===== src/sv/fsip_pkg.sv =====
// ----------------------------------------------------------------------------
// fsip_pkg: shared types and constants of the format string integer printer
// Holds the character codes, digit geometry, controller states and the
// digit-to-ASCII mapping used by the converter and the top level.
// ----------------------------------------------------------------------------
`timescale 1ns / 1ps
`default_nettype none

package fsip_pkg;

	localparam int ARG_W      = 32;
	localparam int DIGIT_W    = 4;
	localparam int BCD_DIGITS = 10;
	localparam int BCD_W      = BCD_DIGITS * DIGIT_W;
	localparam int CHAR_W     = 8;
	localparam int CCOUNT_W   = 16;

	localparam logic [CHAR_W-1:0] CH_PERCENT = 8'h25;
	localparam logic [CHAR_W-1:0] CH_D       = 8'h64;
	localparam logic [CHAR_W-1:0] CH_X       = 8'h78;
	localparam logic [CHAR_W-1:0] CH_MINUS   = 8'h2d;
	localparam logic [CHAR_W-1:0] CH_ZERO    = 8'h30;
	localparam logic [CHAR_W-1:0] CH_A_BASE  = 8'h57;

	typedef enum logic [2:0] {
		ST_IDLE,
		ST_CHAR,
		ST_CONV,
		ST_SIGN,
		ST_EMIT
	} fsip_state_t;

	// Lowercase hex digit for a nibble; decimal digits fall in the 0-9 range.
	function automatic logic [CHAR_W-1:0] digit_char(input logic [DIGIT_W-1:0] nib);
		logic [CHAR_W-1:0] ext;
		ext = {{(CHAR_W-DIGIT_W){1'b0}}, nib};
		if (nib < 4'd10) begin
			digit_char = CH_ZERO + ext;
		end else begin
			digit_char = CH_A_BASE + ext;
		end
	endfunction

endpackage

`default_nettype wire


===== src/sv/fsip_b2d.sv =====
// ----------------------------------------------------------------------------
// fsip_b2d: bit-serial binary to BCD converter
// Shift-and-add-3 conversion that takes one argument bit per cycle, most
// significant first, and pulses done when all ten decimal digits are ready.
// ----------------------------------------------------------------------------
`timescale 1ns / 1ps
`default_nettype none

module fsip_b2d
	import fsip_pkg::*;
(
	input  wire logic             clk,
	input  wire logic             arst_n,
	input  wire logic             start,
	input  wire logic [ARG_W-1:0] value,
	output logic                  done,
	output logic [BCD_W-1:0]      bcd
);

	localparam int CNT_W = $clog2(ARG_W);
	localparam logic [CNT_W-1:0] CNT_LAST = CNT_W'(ARG_W - 1);

	logic             busy_q;
	logic             done_q;
	logic [CNT_W-1:0] cnt_q;
	logic [ARG_W-1:0] val_q;
	logic [BCD_W-1:0] bcd_q;
	logic [BCD_W-1:0] adj;

	// Every digit of five or more gets three added before the next shift.
	always_comb begin
		for (int i = 0; i < BCD_DIGITS; i++) begin
			if (bcd_q[i*DIGIT_W +: DIGIT_W] >= 4'd5) begin
				adj[i*DIGIT_W +: DIGIT_W] = bcd_q[i*DIGIT_W +: DIGIT_W] + 4'd3;
			end else begin
				adj[i*DIGIT_W +: DIGIT_W] = bcd_q[i*DIGIT_W +: DIGIT_W];
			end
		end
	end

	always_ff @(posedge clk or negedge arst_n) begin
		if (!arst_n) begin
			busy_q <= 1'b0;
			done_q <= 1'b0;
			cnt_q  <= '0;
		end else begin
			done_q <= 1'b0;
			if (start) begin
				busy_q <= 1'b1;
				cnt_q  <= '0;
			end else if (busy_q) begin
				cnt_q <= cnt_q + 1'b1;
				if (cnt_q == CNT_LAST) begin
					busy_q <= 1'b0;
					done_q <= 1'b1;
				end
			end
		end
	end

	always_ff @(posedge clk) begin
		if (start) begin
			val_q <= value;
			bcd_q <= '0;
		end else if (busy_q) begin
			val_q <= {val_q[ARG_W-2:0], 1'b0};
			bcd_q <= {adj[BCD_W-2:0], val_q[ARG_W-1]};
		end
	end

	assign done = done_q;
	assign bcd  = bcd_q;

endmodule

`default_nettype wire


===== src/sv/format_string_integer_printer.sv =====
// ----------------------------------------------------------------------------
// format_string_integer_printer: printf-style integer printer
// Takes one format byte per beat and emits zero to eleven characters.
// ----------------------------------------------------------------------------
// One input beat is taken at a time; in_ready is high only while no earlier
// item is still being printed. An ordinary byte is held in ST_CHAR and then
// leaves as one character through the output register. A '%' byte is absorbed
// without printing. A '%x' conversion walks ten nibble slots, one per cycle
// unless a digit waits on the output, skipping leading zeros and emitting the
// rest. A '%d' conversion first runs the bit-serial BCD converter, one
// argument bit per cycle, then an optional '-' and the ten digit slots, which
// may also wait on the output. The character count saturates at
// 2^COUNT_WIDTH-1 and char_count shows its low 16 bits.
// ----------------------------------------------------------------------------
`timescale 1ns / 1ps
`default_nettype none

module format_string_integer_printer
	import fsip_pkg::*;
#(
	parameter int COUNT_WIDTH = 16
) (
	input  wire logic                clk,
	input  wire logic                arst_n,
	input  wire logic                in_valid,
	output logic                     in_ready,
	input  wire logic                start_req,
	input  wire logic [CHAR_W-1:0]   fmt_char,
	input  wire logic [ARG_W-1:0]    arg_value,
	output logic                     out_valid,
	input  wire logic                out_ready,
	output logic [CHAR_W-1:0]        out_char,
	output logic [CCOUNT_W-1:0]      char_count,
	output logic                     last
);

	localparam logic [COUNT_WIDTH-1:0] CNT_MAX = {COUNT_WIDTH{1'b1}};
	localparam int LEFT_W = $clog2(BCD_DIGITS + 1);
	localparam logic [LEFT_W-1:0] LEFT_FULL = LEFT_W'(BCD_DIGITS);
	localparam logic [LEFT_W-1:0] LEFT_ONE  = LEFT_W'(1);

	fsip_state_t state_q, state_d;

	logic                   pending_q;
	logic [COUNT_WIDTH-1:0] total_q;
	logic [CHAR_W-1:0]      char_q;
	logic                   neg_q;
	logic [BCD_W-1:0]       digits_q;
	logic [LEFT_W-1:0]      left_q;
	logic                   seen_q;

	logic                   out_valid_q;
	logic [CHAR_W-1:0]      out_char_q;
	logic [CCOUNT_W-1:0]    out_count_q;
	logic                   out_last_q;

	logic                   in_fire;
	logic                   pend_eff;
	logic                   is_d;
	logic                   is_x;
	logic                   can_load;
	logic [DIGIT_W-1:0]     top_nib;
	logic                   skip_zero;
	logic [ARG_W-1:0]       mag;

	logic                   emit_en;
	logic [CHAR_W-1:0]      emit_char;
	logic                   emit_last;
	logic                   shift_en;
	logic                   conv_start;
	logic                   conv_done;
	logic [BCD_W-1:0]       conv_bcd;

	logic [COUNT_WIDTH-1:0]          total_next;
	logic [COUNT_WIDTH+CCOUNT_W-1:0] total_ext;

	assign in_ready  = (state_q == ST_IDLE);
	assign in_fire   = in_valid && in_ready;
	assign pend_eff  = pending_q && !start_req;
	assign is_d      = (fmt_char == CH_D);
	assign is_x      = (fmt_char == CH_X);
	assign can_load  = !out_valid_q || out_ready;
	assign top_nib   = digits_q[BCD_W-1 -: DIGIT_W];
	// Leading zeros are dropped, but the final slot always prints.
	assign skip_zero = (top_nib == '0) && !seen_q && (left_q != LEFT_ONE);
	assign mag       = arg_value[ARG_W-1] ? (ARG_W'(0) - arg_value) : arg_value;

	fsip_b2d u_b2d (
		.clk    (clk),
		.arst_n (arst_n),
		.start  (conv_start),
		.value  (mag),
		.done   (conv_done),
		.bcd    (conv_bcd)
	);

	always_comb begin
		state_d = state_q;
		unique case (state_q)
			ST_IDLE: begin
				if (in_fire) begin
					if (pend_eff) begin
						if (is_d) begin
							state_d = ST_CONV;
						end else if (is_x) begin
							state_d = ST_EMIT;
						end
					end else if (fmt_char != CH_PERCENT) begin
						state_d = ST_CHAR;
					end
				end
			end
			ST_CHAR: begin
				if (can_load) begin
					state_d = ST_IDLE;
				end
			end
			ST_CONV: begin
				if (conv_done) begin
					state_d = neg_q ? ST_SIGN : ST_EMIT;
				end
			end
			ST_SIGN: begin
				if (can_load) begin
					state_d = ST_EMIT;
				end
			end
			ST_EMIT: begin
				if (!skip_zero && can_load && (left_q == LEFT_ONE)) begin
					state_d = ST_IDLE;
				end
			end
			default: state_d = ST_IDLE;
		endcase
	end

	always_comb begin
		emit_en    = 1'b0;
		emit_char  = char_q;
		emit_last  = 1'b0;
		shift_en   = 1'b0;
		conv_start = 1'b0;
		unique case (state_q)
			ST_IDLE: begin
				conv_start = in_fire && pend_eff && is_d;
			end
			ST_CHAR: begin
				emit_en   = can_load;
				emit_last = 1'b1;
			end
			ST_CONV: begin
			end
			ST_SIGN: begin
				emit_en   = can_load;
				emit_char = CH_MINUS;
			end
			ST_EMIT: begin
				emit_char = digit_char(top_nib);
				emit_last = (left_q == LEFT_ONE);
				if (skip_zero) begin
					shift_en = 1'b1;
				end else begin
					emit_en  = can_load;
					shift_en = can_load;
				end
			end
			default: begin
			end
		endcase
	end

	assign total_next = (total_q == CNT_MAX) ? total_q : (total_q + 1'b1);
	assign total_ext  = {{CCOUNT_W{1'b0}}, total_next};

	always_ff @(posedge clk or negedge arst_n) begin
		if (!arst_n) begin
			state_q     <= ST_IDLE;
			pending_q   <= 1'b0;
			total_q     <= '0;
			out_valid_q <= 1'b0;
			left_q      <= '0;
			seen_q      <= 1'b0;
		end else begin
			state_q <= state_d;
			if (in_fire) begin
				pending_q <= pend_eff ? 1'b0 : (fmt_char == CH_PERCENT);
				if (start_req) begin
					total_q <= '0;
				end
			end else if (emit_en) begin
				total_q <= total_next;
			end
			if (emit_en) begin
				out_valid_q <= 1'b1;
			end else if (out_ready) begin
				out_valid_q <= 1'b0;
			end
			if ((in_fire && pend_eff && is_x) || conv_done) begin
				left_q <= LEFT_FULL;
				seen_q <= 1'b0;
			end else if (shift_en) begin
				left_q <= left_q - 1'b1;
				if (top_nib != '0) begin
					seen_q <= 1'b1;
				end
			end
		end
	end

	always_ff @(posedge clk) begin
		if (in_fire) begin
			char_q <= fmt_char;
			neg_q  <= arg_value[ARG_W-1];
		end
		if (in_fire && pend_eff && is_x) begin
			digits_q <= {{(BCD_W-ARG_W){1'b0}}, arg_value};
		end else if (conv_done) begin
			digits_q <= conv_bcd;
		end else if (shift_en) begin
			digits_q <= {digits_q[BCD_W-DIGIT_W-1:0], {DIGIT_W{1'b0}}};
		end
		if (emit_en) begin
			out_char_q  <= emit_char;
			out_last_q  <= emit_last;
			out_count_q <= total_ext[CCOUNT_W-1:0];
		end
	end

	assign out_valid  = out_valid_q;
	assign out_char   = out_char_q;
	assign char_count = out_count_q;
	assign last       = out_last_q;

endmodule

`default_nettype wire


===== config.mk =====
export PLATFORM = sky130hd
export DESIGN_NAME = format_string_integer_printer
export DESIGN_NICKNAME = d
export VERILOG_FILES = /design/src/sv/fsip_pkg.sv /design/src/sv/fsip_b2d.sv /design/src/sv/format_string_integer_printer.sv
export SDC_FILE = /design/constraint.sdc
export NUM_CORES = 1
export LEC_CHECK = 0
export BUFFER_PORTS_ARGS = -buffer_cell sky130_fd_sc_hd__buf_4
export CELL_PAD_IN_SITES_DETAIL_PLACEMENT = 1
export CELL_PAD_IN_SITES_GLOBAL_PLACEMENT = 1
export CORE_ASPECT_RATIO = 0.5
export CORE_UTILIZATION = 36
export CTS_BUF_LIST = sky130_fd_sc_hd__clkbuf_4
export DETAILED_ROUTE_END_ITERATION = 8
export PLACE_DENSITY_LB_ADDON = 0.15
export SETUP_SLACK_MARGIN = 0.02
export SLEW_MARGIN = 40
export SYNTH_ARGS = -nofsm -noshare
export SYNTH_HDL_FRONTEND = slang
export SYNTH_SLANG_ARGS = --single-unit

===== constraint.sdc =====
create_clock -name clk -period 6.5 [get_ports clk]
set_input_delay 1.3 -clock clk [delete_from_list [all_inputs] [get_ports clk]]
set_output_delay 1.3 -clock clk [all_outputs]
set_load 0.1 [all_outputs]

; Yosys cells after proc, flatten, opt, wreduce, memory -nomap -nowiden
; Cells that the tools add are included.
[totals]
reg_bits = 179
in_bits = 45
[classes]
n_addsub = 16
magnitude_cmp = 11
n_eq_ne = 20
mux = 55
reduce_logical = 29
[op_table]
columns = cell, count
row1 = 32-bit 2-to-1 mux, 4
row2 = 40-bit 2-to-1 mux, 2
row3 = 16-bit 2-to-1 mux, 4
row4 = 4-bit 2-to-1 mux, 11
row5 = "4-bit by 3-bit >= comparator with 1-bit output, second input constant", 10
row6 = "4-bit by 2-bit adder with 4-bit output, second input constant", 9
row7 = 3-bit 2-to-1 mux, 11
row8 = "1-bit by 32-bit subtractor with 32-bit output, first input constant", 1
row9 = "16-bit by 1-bit adder with 16-bit output, second input constant", 1
row10 = "16-bit == test, second input constant", 1
row11 = "8-bit by 7-bit == test with 1-bit output, second input constant", 2
row12 = 1-bit 2-to-1 mux, 16
row13 = 8-bit one-hot mux with 2 select lines, 1
row14 = 3-bit one-hot mux with 5 select lines, 1
row15 = 2-bit nonzero test, 6
row16 = 5-bit 2-to-1 mux, 2
row17 = 1-bit logical AND, 9
row18 = "7-bit by 4-bit adder with 8-bit output, first input constant", 1
row19 = "8-bit by 6-bit == test with 1-bit output, second input constant", 1
row20 = 8-bit 2-to-1 mux, 1
row21 = "2-bit inequality test, second input constant", 4
row22 = "8-bit by 6-bit inequality test with 1-bit output, second input constant", 1
row23 = "6-bit by 4-bit adder with 7-bit output, first input constant", 1
row24 = 7-bit AND reduction, 1
row25 = other kinds (22), 30

; Logic depth before layout (Yosys ltp)
[logic_depth]
word_depth = 8
mapped_depth = 9

; Cells and area by module
; A second synthesis with hierarchy kept.
[unflattened]
cells_unflattened = 960
area_unflattened_um2 = 9813.2
[by_module_without_submodules]
columns = module, n_inst, cells_each, area_each_um2
row1 = format_string_integer_printer, 1, 560, 5698.0
row2 = fsip_b2d, 1, 400, 4115.2

; Worst setup path after synthesis
; No wires, ideal clock.
[synth_timing]
path_type = register to output
start = register state_q[1]
end = output port in_ready
arrival_ns = 2.805
required_ns = 5.200
path_slack_ns = 2.395
path_stages_with_launch = 3
path_buffers = 1
path_cell_list = dfrtp_1 clkbuf_1 nor3_1
[synth_between]
elab_chain_cells = 1
[synth_lines]
columns = item, line
row1 = start: declaration, format_string_integer_printer.sv:42  ; fsip_state_t state_q, state_d;
row2 = start signal: assignment, format_string_integer_printer.sv:184  ; state_q <= state_d;
row3 = 3-bit zero test, format_string_integer_printer.sv:77  ; assign in_ready = (state_q == ST_IDLE);
row4 = end: declaration, format_string_integer_printer.sv:26  ; output logic in_ready,
; No other way between the ends.

; Worst setup path after layout
[layout_timing]
start = input port fmt_char[1]
end = register digits_q[7] (enable)
[layout_between]
elab_chain_cells = 3
[layout_lines]
columns = item, line
row1 = start: declaration, format_string_integer_printer.sv:28  ; input wire logic [CHAR_W-1:0] fmt_char,
row2 = 8-bit by 7-bit == test with 1-bit output, format_string_integer_printer.sv:81  ; assign is_x = (fmt_char == CH_X);
row3 = 1-bit logical AND, format_string_integer_printer.sv:215  ; if (in_fire && pend_eff && is_x) begin
row4 = 3-bit nonzero test (no source line), -
row5 = end signal: assignment, format_string_integer_printer.sv:216  ; digits_q <= {{(BCD_W-ARG_W){1'b0}}, arg_value};
row6 = end signal: assignment, format_string_integer_printer.sv:218  ; digits_q <= conv_bcd;
row7 = end signal: assignment, format_string_integer_printer.sv:220  ; digits_q <= {digits_q[BCD_W-DIGIT_W-1:0], {DIGIT_W{1'b0}}};
row8 = end: declaration, format_string_integer_printer.sv:48  ; logic [BCD_W-1:0] digits_q;
; No other way between the ends.
; A chain may end at the register's enable or synchronous reset.

==> results.toml <==
[cts]
cts_sinks = 179
ctsHoldBuffers = 0
clock_latency_ns = 0.60
clock_path_buffers = 2
cts_tree = "yes"
cts_buffers = 17
cts-root-buf = "clkbuf_4"
cts_resized = 0
h-tree-depth = 4
path_clk_slew_ns = 0.15
postCtsSetupBuffers = 0

[sta]
clock_skew_ns = 0.01840
slew-limit-headroom_pct = 47.14
setup_violations = 0
fin_setup_tns_ns = 0
hold_slack_ns = 0.4903
min_period_over_period_pct = 52.03
worst_slew_pin_slew_ns = 0.7894
finalWorstSetupSlack_ns = 3.118
max_freq_mhz = 295.7
grt_setup_unrepaired = "no"
drv_slew = 0
hold_violations = 0
layout_min_cycle_time_ns = 3.382

[worst_setup_path]
cp_slowest_stage_delay_ns = 0.57
worstPathCellList = "buf_4 -> nor4bb_1 -> nand4b_1 -> nor2_4 -> buf_4 -> nor2_1 -> nand2_1 -> buf_4"
crit_path_start_kind = "input port"
cp.buffers_inverters = 3
crit_start = "fmt_char[1]"
timing.rr.end = "digits_q[7]"
slowest_stage = "nor4bb_1"
worst_ep_arrival_time_ns = 3.65
cp_common_cell = "buf_4"
cp.required_ns = 6.76
cp.depth = 8
cp-endpoint = "digits_q[7]"
cpLargestDelayFamily = "simple AND/OR/NAND/NOR gates"
crit_path_max_fanout = 68
r2r-start = "state_q[2]"
worst-r2r-cell-count = 7
path_class = "in -> reg"
r2r_slack_ns = 3.64
end_kind = "flop"

[yosys]
synth_area_sq_mm = 0.009484
synth_top_area_cell = "edfxtp_1"
yosysSeqAreaShare_pct = 49.87
synth_edf_count = 98
synth_top_area_share_pct = 31.03
synthesis.nets = 1033
ys_types = 60
synth_top_family_by_area = "compound AO/OA/AOI/OAI gates"
synth_fa_ha_area_share_pct = 3.694
synth_compound_area_share_pct = 15.95
muxShareOfSynthArea_pct = 5.409
yosys.area_share.simple_pct = 15.40
synthArstFlopShare_pct = 18.44
ys_ff_latch = 179
yosys_warnings = 0
synth.area.top_cells = "edfxtp_1 (31%), dfxtp_1 (10%), dfrtp_1 (8.7%)"
synth_flop_cell = "edfxtp_1"
synthXorXnorAreaFrac_pct = 6.095
synth_area_per_cell_sq_um = 9.879
synth_cells = 960

[flow_run]
maxCapViolations = 0

[cells_and_area]
finalNonFillerCells = 1364
n_fill_cell = 2896
drive_gt1_share_pct = 13.35
finalInstanceArea_sq_mm = 0.01060
fin_nets = 1079
syn_to_final_growth_pct = 11.79
final_util_pct = 41.50

[global_route]
antenna_found_initial = 1
grt_max_degree = 69
grt_util_all_layers_pct = 18.36
grt_pass1_vias = 7577
grt.overflow.total = 0
grt_pass1_wl_microns = 38940

[power]
switching_share_pct = 33.38
net-switching-power_mw = 0.8509
p_seq_share_pct = 53.1
finalPower_mw = 2.549
clockPowerShare_pct = 25.2
leakagePower_nw = 3.945
p_per_area_mw_per_mm2 = 240.4
p_int_mw = 1.698
ir_drop_mv = 0.1035
power_frac_comb_pct = 21.7

[worst_hold_path]
hp-class = "reg -> reg"

[placement]
dpl.hpwl_microns = 16470
dp.cells = 1331
portBuffers = 71
preCtsSetupSlack_ns = 2.498
place_area_sq_mm = 0.01032
gp_routability_congestion = 0.7694

[drt]
vias = 7247
drc = 0
routed_via_density = 5.313
ant_nets = 0
drt_iter0_drc = 405
drt-total-wl_microns = 23300
wire_per_inst_microns = 17.08
drt_first_pass_iters = 4

[floorplanning]
die_w_microns = 231.5
coreArea_sq_mm = 0.02555
start_util_pct = 37.12
rows = 41
fp.dieH_microns = 116.8
die_area_sq_mm = 0.02704
boundaryPins = 72

[outcome]
status = "completed"
cells in the mapped netlist, drive strengths merged, types with 11 or more instances:
| library cell | count |
|---|---|
| a21oi | 65 |
| clkbuf | 44 |
| dfrtp | 33 |
| dfxtp | 48 |
| edfxtp | 98 |
| ha | 28 |
| inv | 34 |
| mux2i | 49 |
| nand2 | 131 |
| nand2b | 19 |
| nand3 | 32 |
| nor2 | 36 |
| nor3 | 13 |
| o211ai | 13 |
| o21ai | 106 |
| o31ai | 20 |
| or4 | 11 |
| xnor2 | 31 |
| xor2 | 35 |
layout make-up:
class | instances | area (sq um) | share of cell area, %
multi-input combinational | 694 | 4441 | 41.88
timing repair buffer | 80 | 600.6 | 5.664
tap | 344 | 430.4 | 4.059
inverter | 34 | 127.6 | 1.204
clock inverter | 8 | 86.33 | 0.8143
antenna | 1 | 2.502 | 0.02360
clock buffer | 24 | 180.2 | 1.699
sequential | 179 | 4735 | 44.65
sequential cells by signal, indices dropped and copies added, names as in the netlist, 3 cells and up:
signal	count
u_b2d.bcd	40
char_count	16
digits_q	40
char_q	8
state_q	3
out_char	8
u_b2d.val_q	32
left_q	4
total_q	16
u_b2d.cnt_q	5
worst min-delay path by stage:
stage	from	end	slack, ns	cells after the start
after CTS	u_b2d.bcd[39]	u_b2d.bcd[39]	0.50	2
after floorplan	u_b2d.bcd[39]	u_b2d.bcd[39]	0.44	2
after global placement	u_b2d.bcd[39]	u_b2d.bcd[39]	0.47	2
after detailed placement	u_b2d.val_q[31]	u_b2d.bcd[0]	0.48	2
final	u_b2d.bcd[39]	u_b2d.bcd[39]	0.49	2
after global routing	u_b2d.bcd[39]	u_b2d.bcd[39]	0.52	2
power groups by stage:
stage          combinational [mW]  clock (mW)  sequential (mW)
2_1_floorplan               0.214           0             1.55
3_3_place_gp                0.546           0             1.37
3_5_place_dp                0.554           0             1.38
4_1_cts                     0.557       0.669             1.36
5_1_grt                     0.595       0.704             1.37
6_report                    0.552       0.643             1.35
tightest hold or removal path: cells and delay by family, from the launching register on:
kind               cells  cell delay, ns
and+or+nand+nor        1            0.06
AOI/OAI and AO/OA      1            0.05
DFF                    1            0.35
cells in the final DEF, fill, tap and decap left out, types with 32 or more instances in the layout:
| cell | instances |
|---|---|
| a21oi_1 | 65 |
| buf_4 | 80 |
| dfxtp_1 | 48 |
| edfxtp_1 | 98 |
| inv_1 | 34 |
| mux2i_1 | 49 |
| nand2_1 | 131 |
| nand3_1 | 32 |
| nor2_1 | 34 |
| o21ai_0 | 102 |
| xor2_1 | 35 |
metal layers:
layer / part of all wire (%) / routed length (microns) / track usage (%) / vias up
met5: 0 / 0 / 0 / -
met4: 1.6 / 378 / 6.535 / 0
met3: 2.4 / 560 / 3.028 / 26
met2: 49 / 11330 / 32.30 / 87
met1: 47 / 11020 / 23.12 / 3591
li1: - / - / - / 3543
logic make-up (layout without fill, tap and decap cells):
family	Yosys count	count (layout)
simple gates	298	298
compound gates	251	251
flops	179	179
buf+inv	87	146
xor+xnor	66	66
mux	51	51
fa+ha+maj	28	28
other cells	0	1
Note: power is estimated with default switching activity, not from simulation.
